[src/rtl/rle_mbd_pkg.sv]
`timescale 1ns / 1ps

package rle_mbd_pkg;

    localparam int unsigned BYTE_W     = 8;
    localparam int unsigned COUNT_W    = 15;
    localparam int unsigned RUN_LEN_W  = 16;
    localparam int unsigned S_TDATA_W  = 8;
    localparam int unsigned M_TDATA_W  = 24;

    // Count bytes below this value repeat the marker itself.
    localparam logic [BYTE_W-1:0]  MARKER_REPEAT_LIMIT = 8'd3;
    localparam int unsigned        EXT_FLAG_BIT        = 7;
    localparam logic [BYTE_W-1:0]  EXT_HIGH_MASK       = 8'h7f;

endpackage

[src/rtl/rle_marker_byte_decoder_top.sv]
`timescale 1ns / 1ps

// Marker-based run-length byte decoder. One compressed byte is taken per
// transfer on the slave side and each decoded run leaves as one transfer on
// the master side carrying the pixel value and run length (1 to 32768).
// The first byte of a stream (tuser high, or the first byte after reset) is
// the marker. The block sustains one byte per clock while the master side
// accepts runs: a byte goes through an input register, then the phase
// logic, then the result register. Bytes that complete no run produce no
// output transfer. Backpressure on the master side stalls the input
// register and, through it, the slave side.
module rle_marker_byte_decoder_top (
    input  logic                                 clk,
    input  logic                                 rst_n,
    input  logic                                 s_axis_tvalid,
    output logic                                 s_axis_tready,
    input  logic [rle_mbd_pkg::S_TDATA_W-1:0]    s_axis_tdata,  // [7:0] data_byte
    input  logic                                 s_axis_tuser,  // [0] stream_start
    output logic                                 m_axis_tvalid,
    input  logic                                 m_axis_tready,
    output logic [rle_mbd_pkg::M_TDATA_W-1:0]    m_axis_tdata   // [7:0] pixel_value,
                                                                // [23:8] run_length
);

    import rle_mbd_pkg::*;

    typedef enum logic [2:0] {
        PH_MARKER  = 3'd0,
        PH_SYMBOL  = 3'd1,
        PH_COUNT   = 3'd2,
        PH_LOWBYTE = 3'd3,
        PH_RUNSYM  = 3'd4
    } phase_t;

    logic                  in_valid_reg;
    logic [BYTE_W-1:0]     in_byte_reg;
    logic                  in_start_reg;

    phase_t                phase_reg, phase_next;
    logic [BYTE_W-1:0]     marker_reg, marker_next;
    logic [COUNT_W-1:0]    pending_reg, pending_next;

    logic                  out_valid_reg;
    logic [BYTE_W-1:0]     out_pixel_reg, out_pixel_next;
    logic [RUN_LEN_W-1:0]  out_len_reg, out_len_next;
    logic                  emit;

    logic                  out_free;
    logic                  advance;

    assign out_free      = !out_valid_reg || m_axis_tready;
    assign advance       = in_valid_reg && out_free;
    assign s_axis_tready = !in_valid_reg || out_free;

    assign m_axis_tvalid = out_valid_reg;
    assign m_axis_tdata  = {out_len_reg, out_pixel_reg};

    always_comb
    begin
        phase_next     = phase_reg;
        marker_next    = marker_reg;
        pending_next   = pending_reg;
        emit           = 1'b0;
        out_pixel_next = in_byte_reg;
        out_len_next   = RUN_LEN_W'(1);
        if (in_start_reg || phase_reg == PH_MARKER)
        begin
            marker_next  = in_byte_reg;
            pending_next = '0;
            phase_next   = PH_SYMBOL;
        end
        else
        begin
            case (phase_reg)
                PH_COUNT:
                begin
                    if (in_byte_reg < MARKER_REPEAT_LIMIT)
                    begin
                        phase_next     = PH_SYMBOL;
                        emit           = 1'b1;
                        out_pixel_next = marker_reg;
                        out_len_next   = RUN_LEN_W'(in_byte_reg) + RUN_LEN_W'(1);
                    end
                    else if (in_byte_reg[EXT_FLAG_BIT])
                    begin
                        pending_next = {in_byte_reg[6:0] & EXT_HIGH_MASK[6:0], 8'h00};
                        phase_next   = PH_LOWBYTE;
                    end
                    else
                    begin
                        pending_next = COUNT_W'(in_byte_reg);
                        phase_next   = PH_RUNSYM;
                    end
                end
                PH_LOWBYTE:
                begin
                    pending_next = pending_reg + COUNT_W'(in_byte_reg);
                    phase_next   = PH_RUNSYM;
                end
                PH_RUNSYM:
                begin
                    phase_next   = PH_SYMBOL;
                    emit         = 1'b1;
                    out_len_next = RUN_LEN_W'(pending_reg) + RUN_LEN_W'(1);
                end
                default:
                begin
                    if (in_byte_reg == marker_reg)
                    begin
                        phase_next = PH_COUNT;
                    end
                    else
                    begin
                        phase_next = PH_SYMBOL;
                        emit       = 1'b1;
                    end
                end
            endcase
        end
    end

    always_ff @(posedge clk or negedge rst_n)
    begin
        if (!rst_n)
        begin
            in_valid_reg  <= 1'b0;
            in_start_reg  <= 1'b0;
            phase_reg     <= PH_MARKER;
            marker_reg    <= '0;
            pending_reg   <= '0;
            out_valid_reg <= 1'b0;
        end
        else
        begin
            if (s_axis_tready)
            begin
                in_valid_reg <= s_axis_tvalid;
                in_start_reg <= s_axis_tuser;
            end
            if (advance)
            begin
                phase_reg   <= phase_next;
                marker_reg  <= marker_next;
                pending_reg <= pending_next;
            end
            if (out_free)
            begin
                out_valid_reg <= advance && emit;
            end
        end
    end

    always_ff @(posedge clk)
    begin
        if (s_axis_tready)
        begin
            in_byte_reg <= s_axis_tdata[BYTE_W-1:0];
        end
        if (advance && emit)
        begin
            out_pixel_reg <= out_pixel_next;
            out_len_reg   <= out_len_next;
        end
    end

`ifndef SYNTH
    a_len_range: assert property (@(posedge clk) disable iff (!rst_n)
        out_valid_reg |-> (out_len_reg != '0 && out_len_reg <= 16'd32768))
        else $error("run length out of range");

    a_start_to_symbol: assert property (@(posedge clk) disable iff (!rst_n)
        (advance && in_start_reg) |=> (phase_reg == PH_SYMBOL))
        else $error("stream start did not reload marker");

    a_lowbyte_clear: assert property (@(posedge clk) disable iff (!rst_n)
        (phase_reg == PH_LOWBYTE) |-> (pending_reg[7:0] == 8'h00))
        else $error("low byte of pending count not clear");

    a_stall_full: assert property (@(posedge clk) disable iff (!rst_n)
        !s_axis_tready |-> (in_valid_reg && out_valid_reg && !m_axis_tready))
        else $error("input stalled without cause");
`endif

endmodule

[config.mk]
export PLATFORM = sky130hd
export DESIGN_NAME = rle_marker_byte_decoder_top
export DESIGN_NICKNAME = d
export VERILOG_FILES = /design/src/rtl/rle_mbd_pkg.sv /design/src/rtl/rle_marker_byte_decoder_top.sv
export SDC_FILE = /design/constraint.sdc
export NUM_CORES = 1
export LEC_CHECK = 0
export ABC_CLOCK_PERIOD_IN_PS = 9750
export BUFFER_PORTS_ARGS = -buffer_cell sky130_fd_sc_hd__buf_2
export CAP_MARGIN = 15
export CELL_PAD_IN_SITES_DETAIL_PLACEMENT = 2
export CELL_PAD_IN_SITES_GLOBAL_PLACEMENT = 2
export CORE_AREA = 4 4 70 137
export CTS_CLUSTER_SIZE = 30
export DETAILED_ROUTE_END_ITERATION = 10
export DIE_AREA = 0 0 74 141
export PLACE_DENSITY_LB_ADDON = 0.2
export SLEW_MARGIN = 20
export SYNTH_ARGS = -nofsm -noshare
export SYNTH_HDL_FRONTEND = slang
export SYNTH_SLANG_ARGS = --single-unit
[constraint.sdc]
create_clock -name clk -period 9.75 [get_ports clk]
set_input_delay 0.975 -clock clk [delete_from_list [all_inputs] [get_ports clk]]
set_output_delay 0.975 -clock clk [all_outputs]
set_load 0.02 [all_outputs]
# Yosys cells after proc, flatten, opt, wreduce, memory -nomap -nowiden
# Cells that the tools add are included.
dict set report op_classes {
  addsub 3
  magnitude_cmp 1
  n_eq_ne 5
  muxes 18
  reduce_logical 11
}
# cell count
set ops {}
lappend ops {{2-to-1 mux 15 bit} 3}
lappend ops {{case mux 16 bit (2 select lines)} 1}
lappend ops {{case mux 15 bit (2 select lines)} 1}
lappend ops {{2-to-1 mux 8 bit} 3}
lappend ops {{adder 15 x 1 -> 16 bit, second input constant} 1}
lappend ops {{adder 15 x 8 -> 15 bit} 1}
lappend ops {{adder 8 x 1 -> 9 bit, second input constant} 1}
lappend ops {{2-to-1 mux 3 bit} 3}
lappend ops {{2-to-1 mux 9 bit} 1}
lappend ops {{case mux 3 bit (3 select lines)} 1}
lappend ops {{== test 8 bit} 1}
lappend ops {{< comparator 8 x 2 -> 1 bit, second input constant} 1}
lappend ops {{== test 3 x 2 -> 1 bit, second input constant} 2}
lappend ops {{== test 3 bit, second input constant} 1}
lappend ops {{logical NOT 3 bit} 1}
lappend ops {{logical OR 1 bit} 3}
lappend ops {{2-to-1 mux 1 bit} 3}
lappend ops {{inequality test 3 bit, second input constant} 1}
lappend ops {{case mux 1 bit (3 select lines)} 1}
lappend ops {{AND reduction 3 bit} 1}
lappend ops {{nonzero test 3 bit} 1}
lappend ops {{logical AND 1 bit} 2}
lappend ops {{logical NOT 1 bit} 2}
lappend ops {{2-to-1 mux 2 bit} 1}
lappend ops {{AND reduction 2 bit} 1}
dict set report word_totals {
  reg_bits 61
  input_bits 13
  out_inout_bits 26
  wordCells 47
}

# Logic depth before layout (Yosys ltp)
# Gate-level depths: netlist (run 1).
dict set report depth {
  word_depth 5
  ltp_mapped 7
  mapped_depth_nobuf 7
}

# Worst setup path after synthesis (run 1)
# No wires, ideal clock.
dict set report synth_path {
  path_kind {reg-to-reg}
  startpoint {reg in_byte_reg[1]}
  endpoint {reg out_len_reg[0] (enable)}
  setup_time_ns 0.466
  arrival_ns 3.722
  required_time_ns 9.284
  slack_ns 5.562
  path_stages_with_launch 6
  path_buffers 0
  period_less_slack_ns 4.188
  cell_sequence {edfxtp_1 -> ha_1 -> or4_4 -> nor2_1 -> a211oi_1 -> nor4_1}
}
dict set report synth_between {
  elab_chain_cells 5
  elab_cells_between_ends 7
  classes_between {order compare: 1; eq/ne: 1; mux: 4; reduce/logical: 1}
}
# item line
set synth_rtl {}
lappend synth_rtl {{start: declaration} rle_marker_byte_decoder_top.sv:36} ;# logic [BYTE_W-1:0] in_byte_reg;
lappend synth_rtl {{start signal: assignment} rle_marker_byte_decoder_top.sv:157} ;# in_byte_reg <= s_axis_tdata[BYTE_W-1:0];
lappend synth_rtl {{< comparator 8 x 2 -> 1 bit / == test 8 bit (equally long branches)} {rle_marker_byte_decoder_top.sv:77, rle_marker_byte_decoder_top.sv:108}}
lappend synth_rtl {{2-to-1 mux 1 bit (on tied branches)} {rle_marker_byte_decoder_top.sv:77, rle_marker_byte_decoder_top.sv:108}}
lappend synth_rtl {{case mux 1 bit (3 select lines) *} rle_marker_byte_decoder_top.sv:74} ;# case (phase_reg)
lappend synth_rtl {{2-to-1 mux 1 bit *} rle_marker_byte_decoder_top.sv:66} ;# if (in_start_reg || phase_reg == PH_MARKER)
lappend synth_rtl {{logical AND 1 bit *} rle_marker_byte_decoder_top.sv:159} ;# if (advance && emit)
lappend synth_rtl {{end signal: assignment} rle_marker_byte_decoder_top.sv:162} ;# out_len_reg <= out_len_next;
lappend synth_rtl {{end: declaration} rle_marker_byte_decoder_top.sv:45} ;# logic [RUN_LEN_W-1:0] out_len_reg, out_len_next;
# Mark *: on every way between the ends. The rest lies on a longest branch, timed or not.
# A chain may end at the register's enable or synchronous reset.

# Worst setup path after layout (run 1)
dict set report layout_path {
  startpoint {in m_axis_tready}
  endpoint {out s_axis_tready}
}
dict set report layout_between {
  elab_chain_cells 2
}
# item line
set layout_rtl {}
lappend layout_rtl {{start: declaration} rle_marker_byte_decoder_top.sv:20} ;# input logic m_axis_tready,
lappend layout_rtl {{logical OR 1 bit} rle_marker_byte_decoder_top.sv:51} ;# assign out_free = !out_valid_reg || m_axis_tready;
lappend layout_rtl {{logical OR 1 bit} rle_marker_byte_decoder_top.sv:53} ;# assign s_axis_tready = !in_valid_reg || out_free;
lappend layout_rtl {{end: declaration} rle_marker_byte_decoder_top.sv:16} ;# output logic s_axis_tready,
# No other way between the ends.

==> results_dict.tcl, run 1 <==
set metrics [dict create \
    worst_path_largest_cell_delay_ns 0.36 \
    clkSinkCount 61 \
    worstSetupStartpointType "primary input" \
    io_buffers 38 \
    io-pin-count 39 \
    yosysWarningCount 0 \
    grt_overflow 0 \
    synth_fp_nets 332 \
    finalSetupViolations 0 \
    hold_violations 0 \
    synth_edf_count 32 \
    largest_register_ffs 16 \
    synth_cell_types 54 \
    ir_drop_mv 0.116 \
    drtIter0Drc 98 \
    synthArstFlopShare 0.475 \
    cp.arrival_ns 2.03 \
    fin_ws_ns 6.74 \
    grt_pass1_vias 3039 \
    clk_transition_reported_paths_ns 0.06 \
    fmax_ghz 0.333 \
    ys_top_cells_by_area "edfxtp_1 (29%), dfrtp_1 (22%), xor2_1 (4.7%)" \
    core_area_um2 8590 \
    ys_ff_latch 61 \
    cp_common_cell "buf_2" \
    crit_type "primary input to output pin" \
    antenna_left 0 \
    syn_inst 308 \
    vias 2627 \
    place.gp.congestion 0.795 \
    crit_path_end_kind "output pin" \
    hold_ws_ns 0.523 \
    dieWidth_um 74 \
    avgRoutedWirePerCell_um 22.4 \
    worst-endpoint-required_ns 8.78 \
    final_common_cell "buf_2" \
    grtUsageTotal 0.209 \
    yosysTopAreaCell "edfxtp_1" \
    rsz0062_at_grt "no" \
    drive_gt1_frac 0.197 \
    antennaDiodeCount 0 \
    fillers 888 \
    layout_common_cells "buf_2 (38), edfxtp_1 (32), nor2_1 (29), dfrtp_1 (29), nand2_1 (25)" \
    max_cap_viol_count 0 \
    power.net_switching_mw 0.193 \
    worst_slew_pin_slew_ns 0.970 \
    fin_nets 369 \
    slew_headroom 0.350 \
    tritoncts "done" \
    dieArea_um2 10400 \
    p_seq_frac 0.415 \
    cts_resized 0 \
    netlist_area_um2 3350 \
    slowest_stage "nand2_1" \
    fin_crit_sh 0.308 \
    rows 48 \
    path_max_fanout 11 \
    clock_skew_ns 0.00793 \
    power.share.clock 0.468 \
    p_leak_nw 1.58 \
    crit_chain "buf_2 > nor2b_1 > nand2_1 > buf_2" \
    ctsHtreeMaxLevel 3 \
    place_ws_ns 6.51 \
    drc_errors 0 \
    grt_max_degree 30 \
    grt_antenna_before_repair 0 \
    ys_seq_area_frac 0.503 \
    timing.final.crit_period_ns 3.01 \
    combPwrFrac 0.117 \
    cts-root-buf "clkbuf_16" \
    synthDominantCellAreaShare 0.287 \
    synth_ff_type "edfxtp_1" \
    initial_core_util 0.390 \
    power.density_nw_per_um2 195 \
    dr.pass1.iters 4 \
    syn-mean-instance-area_um2 10.9 \
    reg2reg_slack_ns 6.78 \
    numCtsBuffers 9 \
    drt_wl_total_um 10100 \
    hold_class "flip-flop to flip-flop" \
    status "finished, final reports clean" \
    swShare 0.250 \
    viasPerCell 5.84 \
    clock_latency_ns 0.34 \
    tns_ns 0 \
    grt_pass1_wl_um 16000 \
    clock_path_buffers 2 \
    die_h_um 141 \
    slew_violations 0 \
    internal-power_mw 0.579 \
    dpl.hpwl_um 7450 \
    postCtsHoldBufs 0 \
    cts_setup_buffers 0 \
    syn_to_final_growth_pct 18.3 \
]
-- worst max-delay path: cells and delay by family --
family	cells	cell delay, ns
AND/OR/NAND/NOR	2	0.67
buffers and inverters	2	0.39
-- layer usage --
metal	up-vias	global-route usage	share of wire
met3	27	0.0400	0.026
li1	1222	-	-
met2	55	0.400	0.58
met5	-	0	0
met1	1323	0.202	0.36
met4	0	0.100	0.038
-- final cells by class --
type | count | area [µm²] | area share
sequential | 61 | 1690 | 0.425
clock buffer | 10 | 229 | 0.0577
multi-input combinational | 227 | 1600 | 0.403
tap | 100 | 125 | 0.0315
timing repair buffer | 39 | 198 | 0.0498
clock inverter | 6 | 101 | 0.0256
inverter | 7 | 26.3 | 0.00662
-- metrics by stage --
step | total power, mW | std cells | utilization | cell area, µm²
6_report | 0.773 | 450 | 0.462 | 3970
5_1_grt | 0.805 | 450 | 0.462 | 3970
4_1_cts | 0.780 | 450 | 0.460 | 3950
3_5_place_dp | 0.416 | 434 | 0.422 | 3620
3_3_place_gp | 0.411 | 434 | 0.422 | 3620
2_1_floorplan | 0.379 | 308 | - | 3350
-- kinds of logic after synthesis --
| group | count (synthesis) | synth area share |
|---|---|---|
| AND/OR/NAND/NOR | 108 | 0.169 |
| AO/OA/AOI/OAI | 70 | 0.151 |
| flip-flops | 61 | 0.503 |
| XOR/XNOR | 27 | 0.0705 |
| buffers and inverters | 20 | 0.0261 |
| multiplexers | 11 | 0.0366 |
| adder cells (fa/ha/maj) | 11 | 0.0433 |
-- cells in the mapped netlist (2+ instances only) --
cell	n
o2bb2ai_1	2
o211ai_1	3
nor2_1	29
inv_1	7
dfrtp_1	29
nand3_1	8
edfxtp_1	32
nand2b_1	5
a31oi_1	4
a211oi_1	3
or3_1	3
and3_1	6
o31ai_1	3
nand4_1	3
and4_1	3
or4_4	2
clkbuf_1	8
buf_2	4
a22o_1	3
or2_2	2
o31a_1	2
nand2_1	25
xor2_1	18
mux2_2	10
a21oi_1	15
a21o_1	12
xnor2_1	9
nor3_1	5
a221oi_1	2
nor2b_1	3
ha_1	10
and2_1	3
nor4_1	6
a221o_1	5
o21ai_0	4
o21bai_1	2
-- power groups by stage --
| stage | registers, mW | clock network, mW | logic (mW) |
|---|---|---|---|
| after floorplan | 0.326 | 0 | 0.0531 |
| after global placement | 0.323 | 0 | 0.0881 |
| after detailed placement | 0.325 | 0 | 0.0907 |
| after CTS | 0.321 | 0.368 | 0.0922 |
| after global routing | 0.324 | 0.381 | 0.100 |
| final | 0.321 | 0.362 | 0.0905 |
-- worst paths after layout --
| path | startpoint | endpoint | cells after the start |
|---|---|---|---|
| worst max-delay path | m_axis_tready | s_axis_tready | 4 |
| max in group asynchronous | rst_n | m_axis_tvalid$_DFFE_PN0N_ | 1 |
| worst min-delay path | pending_reg[12]$_DFFE_PN0P_ | pending_reg[12]$_DFFE_PN0P_ | 1 |
| worst max register to register | phase_reg[0]$_DFFE_PN0P_ | pending_reg[12]$_DFFE_PN0P_ | 5 |
| worst min register to register | pending_reg[12]$_DFFE_PN0P_ | pending_reg[12]$_DFFE_PN0P_ | 1 |
| min in group asynchronous | rst_n | pending_reg[2]$_DFFE_PN0P_ | 1 |
Power figures use the tool's default switching activity.
==> run 2, diff against run 1 <==
--- a/config.mk
+++ b/config.mk
@@ -5,15 +5,15 @@
 export SDC_FILE = /design/constraint.sdc
 export NUM_CORES = 1
 export LEC_CHECK = 0
-export ABC_CLOCK_PERIOD_IN_PS = 9750
+export ABC_CLOCK_PERIOD_IN_PS = 3200
 export BUFFER_PORTS_ARGS = -buffer_cell sky130_fd_sc_hd__buf_2
 export CAP_MARGIN = 15
 export CELL_PAD_IN_SITES_DETAIL_PLACEMENT = 2
 export CELL_PAD_IN_SITES_GLOBAL_PLACEMENT = 2
-export CORE_AREA = 4 4 70 137
+export CORE_AREA = 4 4 72 140
 export CTS_CLUSTER_SIZE = 30
 export DETAILED_ROUTE_END_ITERATION = 10
-export DIE_AREA = 0 0 74 141
+export DIE_AREA = 0 0 76 144
 export PLACE_DENSITY_LB_ADDON = 0.2
 export SLEW_MARGIN = 20
 export SYNTH_ARGS = -nofsm -noshare
==> constraint.sdc (replaced) <==
create_clock -name clk -period 3.2 [get_ports clk]
set_input_delay 0.32 -clock clk [delete_from_list [all_inputs] [get_ports clk]]
set_output_delay 0.32 -clock clk [all_outputs]
set_load 0.02 [all_outputs]
==> run 2 against run 1 <==
  * Global-route usage decreased by 1.3 points
  * Largest power group is now sequential cells
  * Combinational power grew to 3.2 times the previous value
  * Non-clock buffer count up 9
  * Highest routed layer unchanged
  * Sequential share of layout area down 0.23 points
  * Critical path type is now flip-flop to flip-flop
  * Wire length grew 0.99%
  * Clock-buffer cell count up 1
  * First-iteration DRC count is 24% higher
==> results_dict.tcl, run 2 (synthesized netlist as in run 1, its figures left out) <==
set metrics [dict create \
    grt_pass1_wl_um 16300 \
    r2r_cells 5 \
    timing.final.crit_period_ns 2.79 \
    vias 2680 \
    worst_path_largest_cell_delay_ns 0.54 \
    hold_class "primary input to async pin" \
    status "finished, final reports clean" \
    path_max_fanout 8 \
    rows 49 \
    dieArea_um2 10900 \
    drive_gt1_frac 0.223 \
    viasPerCell 5.81 \
    clock_path_buffers 2 \
    place_ws_ns 0.413 \
    hold_violations 0 \
    drt_wl_total_um 10200 \
    antennaDiodeCount 0 \
    layout_common_cells "buf_2 (38), edfxtp_1 (32), nor2_1 (29), dfrtp_1 (29), nand2_1 (25)" \
    fillers 955 \
    slowest_stage "edfxtp_1" \
    fmax_ghz 0.359 \
    slew_violations 0 \
    cts-root-buf "clkbuf_16" \
    place.gp.congestion 0.861 \
    numCtsBuffers 9 \
    final_core_util 0.442 \
    worst_slew_pin_slew_ns 0.777 \
    grt_pass1_vias 3013 \
    worstSetupStartpointType "flip-flop" \
    drc_errors 0 \
    ir_drop_mv 0.370 \
    slew_headroom 0.469 \
    clock_latency_ns 0.33 \
    cp.arrival_ns 2.86 \
    reg2reg_slack_ns 0.41 \
    finalSetupViolations 0 \
    r2r_start "in_byte_reg[1]$_DFFE_PP_" \
    dieWidth_um 76 \
    cts_setup_buffers 0 \
    clkSinkCount 61 \
    grt_max_degree 30 \
    crit_family "simple AND/OR/NAND/NOR gates" \
    critPathBufInv 0 \
    final_common_cell "buf_2" \
    clock_skew_ns 0.00733 \
    core_area_um2 9010 \
    postCtsHoldBufs 0 \
    fin_ws_ns 0.411 \
    ctsHtreeMaxLevel 3 \
    io_buffers 38 \
    antenna_left 0 \
    dr.pass1.iters 4 \
    worst-endpoint-required_ns 3.28 \
    cp_common_cell "or4_4" \
    fin_crit_sh 0.872 \
    crit_chain "ha_1 > or4_4 > or4_4 > nor4_4 > mux2_2" \
    initial_core_util 0.372 \
    dpl-instance-area_um2 3700 \
    p_leak_nw 1.60 \
    rsz0062_at_grt "no" \
    clk_transition_reported_paths_ns 0.06 \
    die_h_um 144 \
    cts_resized 0 \
    max_cap_viol_count 0 \
    r2r-end "out_pixel_reg[0]$_DFFE_PP_" \
    tns_ns 0 \
    io-pin-count 39 \
    power.density_nw_per_um2 548 \
    grtUsageTotal 0.196 \
    grt_overflow 0 \
    crit_path_end_kind "flip-flop" \
    drtIter0Drc 122 \
    syn_to_final_growth_pct 18.9 \
    dpl.hpwl_um 7690 \
    tritoncts "done" \
    avgRoutedWirePerCell_um 22.1 \
    fin_nets 378 \
    p_total_mw 2.19 \
    design_area_um2 3990 \
    crit_type "flip-flop to flip-flop" \
    largest_register_ffs 16 \
    grt_antenna_before_repair 0 \
]
run 2: changes by cell type in the layout (fill, tap and decap cells not counted), moves of 2 or more:
cell and change:
buf_4 +9, bufinv_16 -3, clkinvlp_4 +3, clkbuf_8 +2, clkinv_1 -2
run 2: power by group:
| group | internal [mW] | switching [mW] |
|---|---|---|
| combinational | 0.116 | 0.175 |
| sequential | 0.903 | 0.0685 |
| clock | 0.564 | 0.359 |
run 2: cell type report:
type                            count  area (µm²)  share of cell area
Clock inverter                      5        35.0             0.00879
Clock buffer                       11         253              0.0634
Tap cell                          102         128              0.0320
Sequential cell                    61        1690               0.423
Multi-Input combinational cell    227        1590               0.400
Inverter                            7        26.3             0.00659
Timing Repair Buffer               48         265              0.0665
run 2: routing by layer:
layer	routed length, µm	GRT usage	part of all wire
met5	0	0	0
met1	3360	0.184	0.33
met3	263	0.0268	0.026
met4	505	0.126	0.050
met2	6040	0.387	0.59
run 2: worst max path at each step:
stage	start	end	cells after the start
after global routing	in_byte_reg[1]$_DFFE_PP_	out_pixel_reg[0]$_DFFE_PP_	5
after global placement	in_byte_reg[1]$_DFFE_PP_	out_pixel_reg[0]$_DFFE_PP_	5
after CTS	in_byte_reg[1]$_DFFE_PP_	out_pixel_reg[0]$_DFFE_PP_	5
final	in_byte_reg[1]$_DFFE_PP_	out_pixel_reg[0]$_DFFE_PP_	5
after detailed placement	in_byte_reg[1]$_DFFE_PP_	out_pixel_reg[0]$_DFFE_PP_	5
after floorplan	in_byte_reg[1]$_DFFE_PP_	out_len_reg[0]$_SDFFCE_PN1P_	5
run 2: stage by stage:
| stage | hold WS [ns] | instances |
|---|---|---|
| final | 0.0590 | 461 |
| after global placement | 0.432 | 445 |
| after global routing | 0.107 | 461 |
| after detailed placement | 0.442 | 445 |
| after CTS | 0.0837 | 461 |
| after floorplan | 0.0244 | 308 |
==> run 3, diff against run 2 <==
--- a/config.mk
+++ b/config.mk
@@ -5,15 +5,16 @@
 export SDC_FILE = /design/constraint.sdc
 export NUM_CORES = 1
 export LEC_CHECK = 0
+export ABC_AREA = 1
 export ABC_CLOCK_PERIOD_IN_PS = 3200
 export BUFFER_PORTS_ARGS = -buffer_cell sky130_fd_sc_hd__buf_2
 export CAP_MARGIN = 15
 export CELL_PAD_IN_SITES_DETAIL_PLACEMENT = 2
 export CELL_PAD_IN_SITES_GLOBAL_PLACEMENT = 2
-export CORE_AREA = 4 4 72 140
+export CORE_AREA = 4 4 78 152
 export CTS_CLUSTER_SIZE = 30
 export DETAILED_ROUTE_END_ITERATION = 10
-export DIE_AREA = 0 0 76 144
+export DIE_AREA = 0 0 82 156
 export PLACE_DENSITY_LB_ADDON = 0.2
 export SLEW_MARGIN = 20
 export SYNTH_ARGS = -nofsm -noshare
==> run 3 against run 2 <==
  * Via count grew 29%
  * Fmax grew 22%
  * Clock-buffer cell count fell by 1
  * Setup slack better by 0.50 ns
  * Non-clock buffer count fell by 7
  * Clock power is 5.6% higher
  * Flip-flop and latch count stayed put
  * Register-to-register slack better by 0.50 ns
  * First-iteration DRC count decreased by 3.3%
  * Final cell count up 40%
  * Critical path type unchanged
  * Largest power group unchanged
==> results_dict.tcl, run 3 <==
set metrics [dict create \
    clock_path_buffers 2 \
    grt_antenna_before_repair 0 \
    p_leak_nw 1.89 \
    worstSetupStartpointType "flip-flop" \
    io-pin-count 39 \
    hold_violations 0 \
    final_common_cell "nand2_1" \
    ys_top_cells_by_area "edfxtp_1 (26%), dfrtp_1 (20%), nand2_1 (12%)" \
    r2r-end "out_len_reg[13]$_SDFFCE_PN0P_" \
    path_max_fanout 16 \
    r2r_start "in_byte_reg[7]$_DFFE_PP_" \
    clk_transition_reported_paths_ns 0.06 \
    synth_fp_nets 485 \
    dr.pass1.iters 4 \
    avgRoutedWirePerCell_um 20.8 \
    antenna_left 0 \
    synthArstFlopShare 0.475 \
    worst_slew_pin_slew_ns 0.750 \
    initial_core_util 0.346 \
    dpl.hpwl_um 10400 \
    timing.final.crit_period_ns 2.29 \
    ys_seq_area_frac 0.459 \
    grt_pass1_wl_um 21500 \
    max_cap_viol_count 0 \
    swShare 0.296 \
    ys_ff_latch 61 \
    antennaDiodeCount 0 \
    postCtsHoldBufs 0 \
    fillers 1275 \
    numCtsBuffers 9 \
    synth_edf_count 32 \
    dieWidth_um 82 \
    finalSetupViolations 0 \
    fmax_ghz 0.436 \
    synthDominantCellAreaShare 0.262 \
    syn-mean-instance-area_um2 7.97 \
    grt_pass1_vias 4090 \
    netlist_area_um2 3670 \
    tritoncts "done" \
    clock_latency_ns 0.34 \
    largest_register_ffs 16 \
    synth_common_cells "nand2_1 (116), nand3_1 (63), inv_1 (51)" \
    r2r_cells 8 \
    slew_headroom 0.500 \
    clkSinkCount 61 \
    layout_common_cells "nand2_1 (116), nand3_1 (63), inv_1 (51), nor2_1 (39), buf_2 (38)" \
    rows 53 \
    hold_ws_ns 0.0512 \
    grtUsageTotal 0.232 \
    clock_skew_ns 0.00869 \
    tns_ns 0 \
    dieArea_um2 12800 \
    power.net_switching_mw 0.682 \
    core_area_um2 10600 \
    viasPerCell 5.35 \
    power.share.clock 0.424 \
    rsz0062_at_grt "no" \
    internal-power_mw 1.62 \
    fin_nets 529 \
    crit_path_end_kind "flip-flop" \
    hold_class "primary input to async pin" \
    vias 3461 \
    synth_ff_type "edfxtp_1" \
    worst-endpoint-required_ns 3.23 \
    drtIter0Drc 118 \
    drive_gt1_frac 0.178 \
    die_h_um 156 \
    ctsHtreeMaxLevel 3 \
    post-synth-top-count-cell "nand2_1" \
    syn_inst 461 \
    startpoint "in_byte_reg[7]$_DFFE_PP_" \
    synth_cell_types 35 \
    ir_drop_mv 0.366 \
    cts-root-buf "clkbuf_16" \
    fin_crit_sh 0.717 \
    power.density_nw_per_um2 535 \
    place.gp.congestion 0.862 \
    grt_overflow 0 \
    cts_setup_buffers 0 \
    cts_resized 0 \
    combPwrFrac 0.147 \
    reg2reg_slack_ns 0.91 \
    cp.arrival_ns 2.32 \
    yosysWarningCount 0 \
    setup.worst_path.end "out_len_reg[13]$_SDFFCE_PN0P_" \
    drc_errors 0 \
    p_seq_frac 0.429 \
    yosysTopAreaCell "edfxtp_1" \
    crit_type "flip-flop to flip-flop" \
    grt_max_degree 30 \
    io_buffers 38 \
    slew_violations 0 \
    status "finished, final reports clean" \
    syn_to_final_growth_pct 17.2 \
    drt_wl_total_um 13500 \
]
## run 3: logic make-up (layout without fill, tap and decap cells)
| group | after synthesis | in the layout | synth area share |
|---|---|---|---|
| XOR/XNOR | 8 | 8 | 0.0191 |
| flip-flops | 61 | 61 | 0.459 |
| buffers and inverters | 68 | 117 | 0.0743 |
| AND/OR/NAND/NOR | 253 | 253 | 0.320 |
| AO/OA/AOI/OAI | 60 | 60 | 0.0876 |
| adder cells (fa/ha/maj) | 11 | 11 | 0.0395 |
## run 3: how the worst min path moves through the flow
stage                     start                       end  slack [ns]  cells after the start
final                     rst_n  phase_reg[0]$_DFFE_PN0P_        0.05                      1
after global routing      rst_n  in_start_reg$_DFFE_PN0P_        0.09                      1
after CTS                 rst_n  phase_reg[0]$_DFFE_PN0P_        0.06                      1
after detailed placement  rst_n  phase_reg[0]$_DFFE_PN0P_        0.42                      1
after global placement    rst_n  phase_reg[0]$_DFFE_PN0P_        0.42                      1
after floorplan           rst_n  in_start_reg$_DFFE_PN0P_        0.02                      0
## run 3: critical path, cell delays in order, from the launching register on
cell      delay [ns]
edfxtp_1        0.67
inv_2           0.26
nand2_1         0.09
nor3_2          0.17
nand3_2         0.18
nand2_1         0.13
nand2_1         0.08
nor2_2          0.14
buf_4           0.25
## run 3: metal layers
layer,track usage,share of wire
met5,0,0
met2,0.446,0.58
met4,0.143,0.072
met3,0.0405,0.021
met1,0.211,0.32
## run 3: power groups by stage
stage	clock (mW)	sequential [mW]	combinational [mW]
after floorplan	0	1.01	0.183
after global placement	0	0.998	0.315
after detailed placement	0	1.00	0.331
after CTS	0.989	0.988	0.343
after global routing	1.03	0.997	0.379
final	0.975	0.988	0.338
## run 3: layout make-up
class	instances	area [µm²]	area share
Sequential cell	61	1690	0.392
Clock inverter	6	63.8	0.0148
Multi-Input combinational cell	332	1720	0.399
Tap cell	137	171	0.0398
Clock buffer	10	229	0.0532
Inverter	60	225	0.0523
Timing Repair Buffer	41	213	0.0494
## run 3: per-stage QoR
step                      cell area, µm²  worst slack, ns   util  total power [mW]  instances
after global routing                4300            0.808  0.406              2.41        647
after global placement              4010             1.00  0.378              1.31        631
final                               4300            0.907  0.406              2.30        647
after floorplan                     3670            0.506      -              1.19        461
after CTS                           4300            0.894  0.406              2.32        647
after detailed placement            4010            0.934  0.378              1.33        631
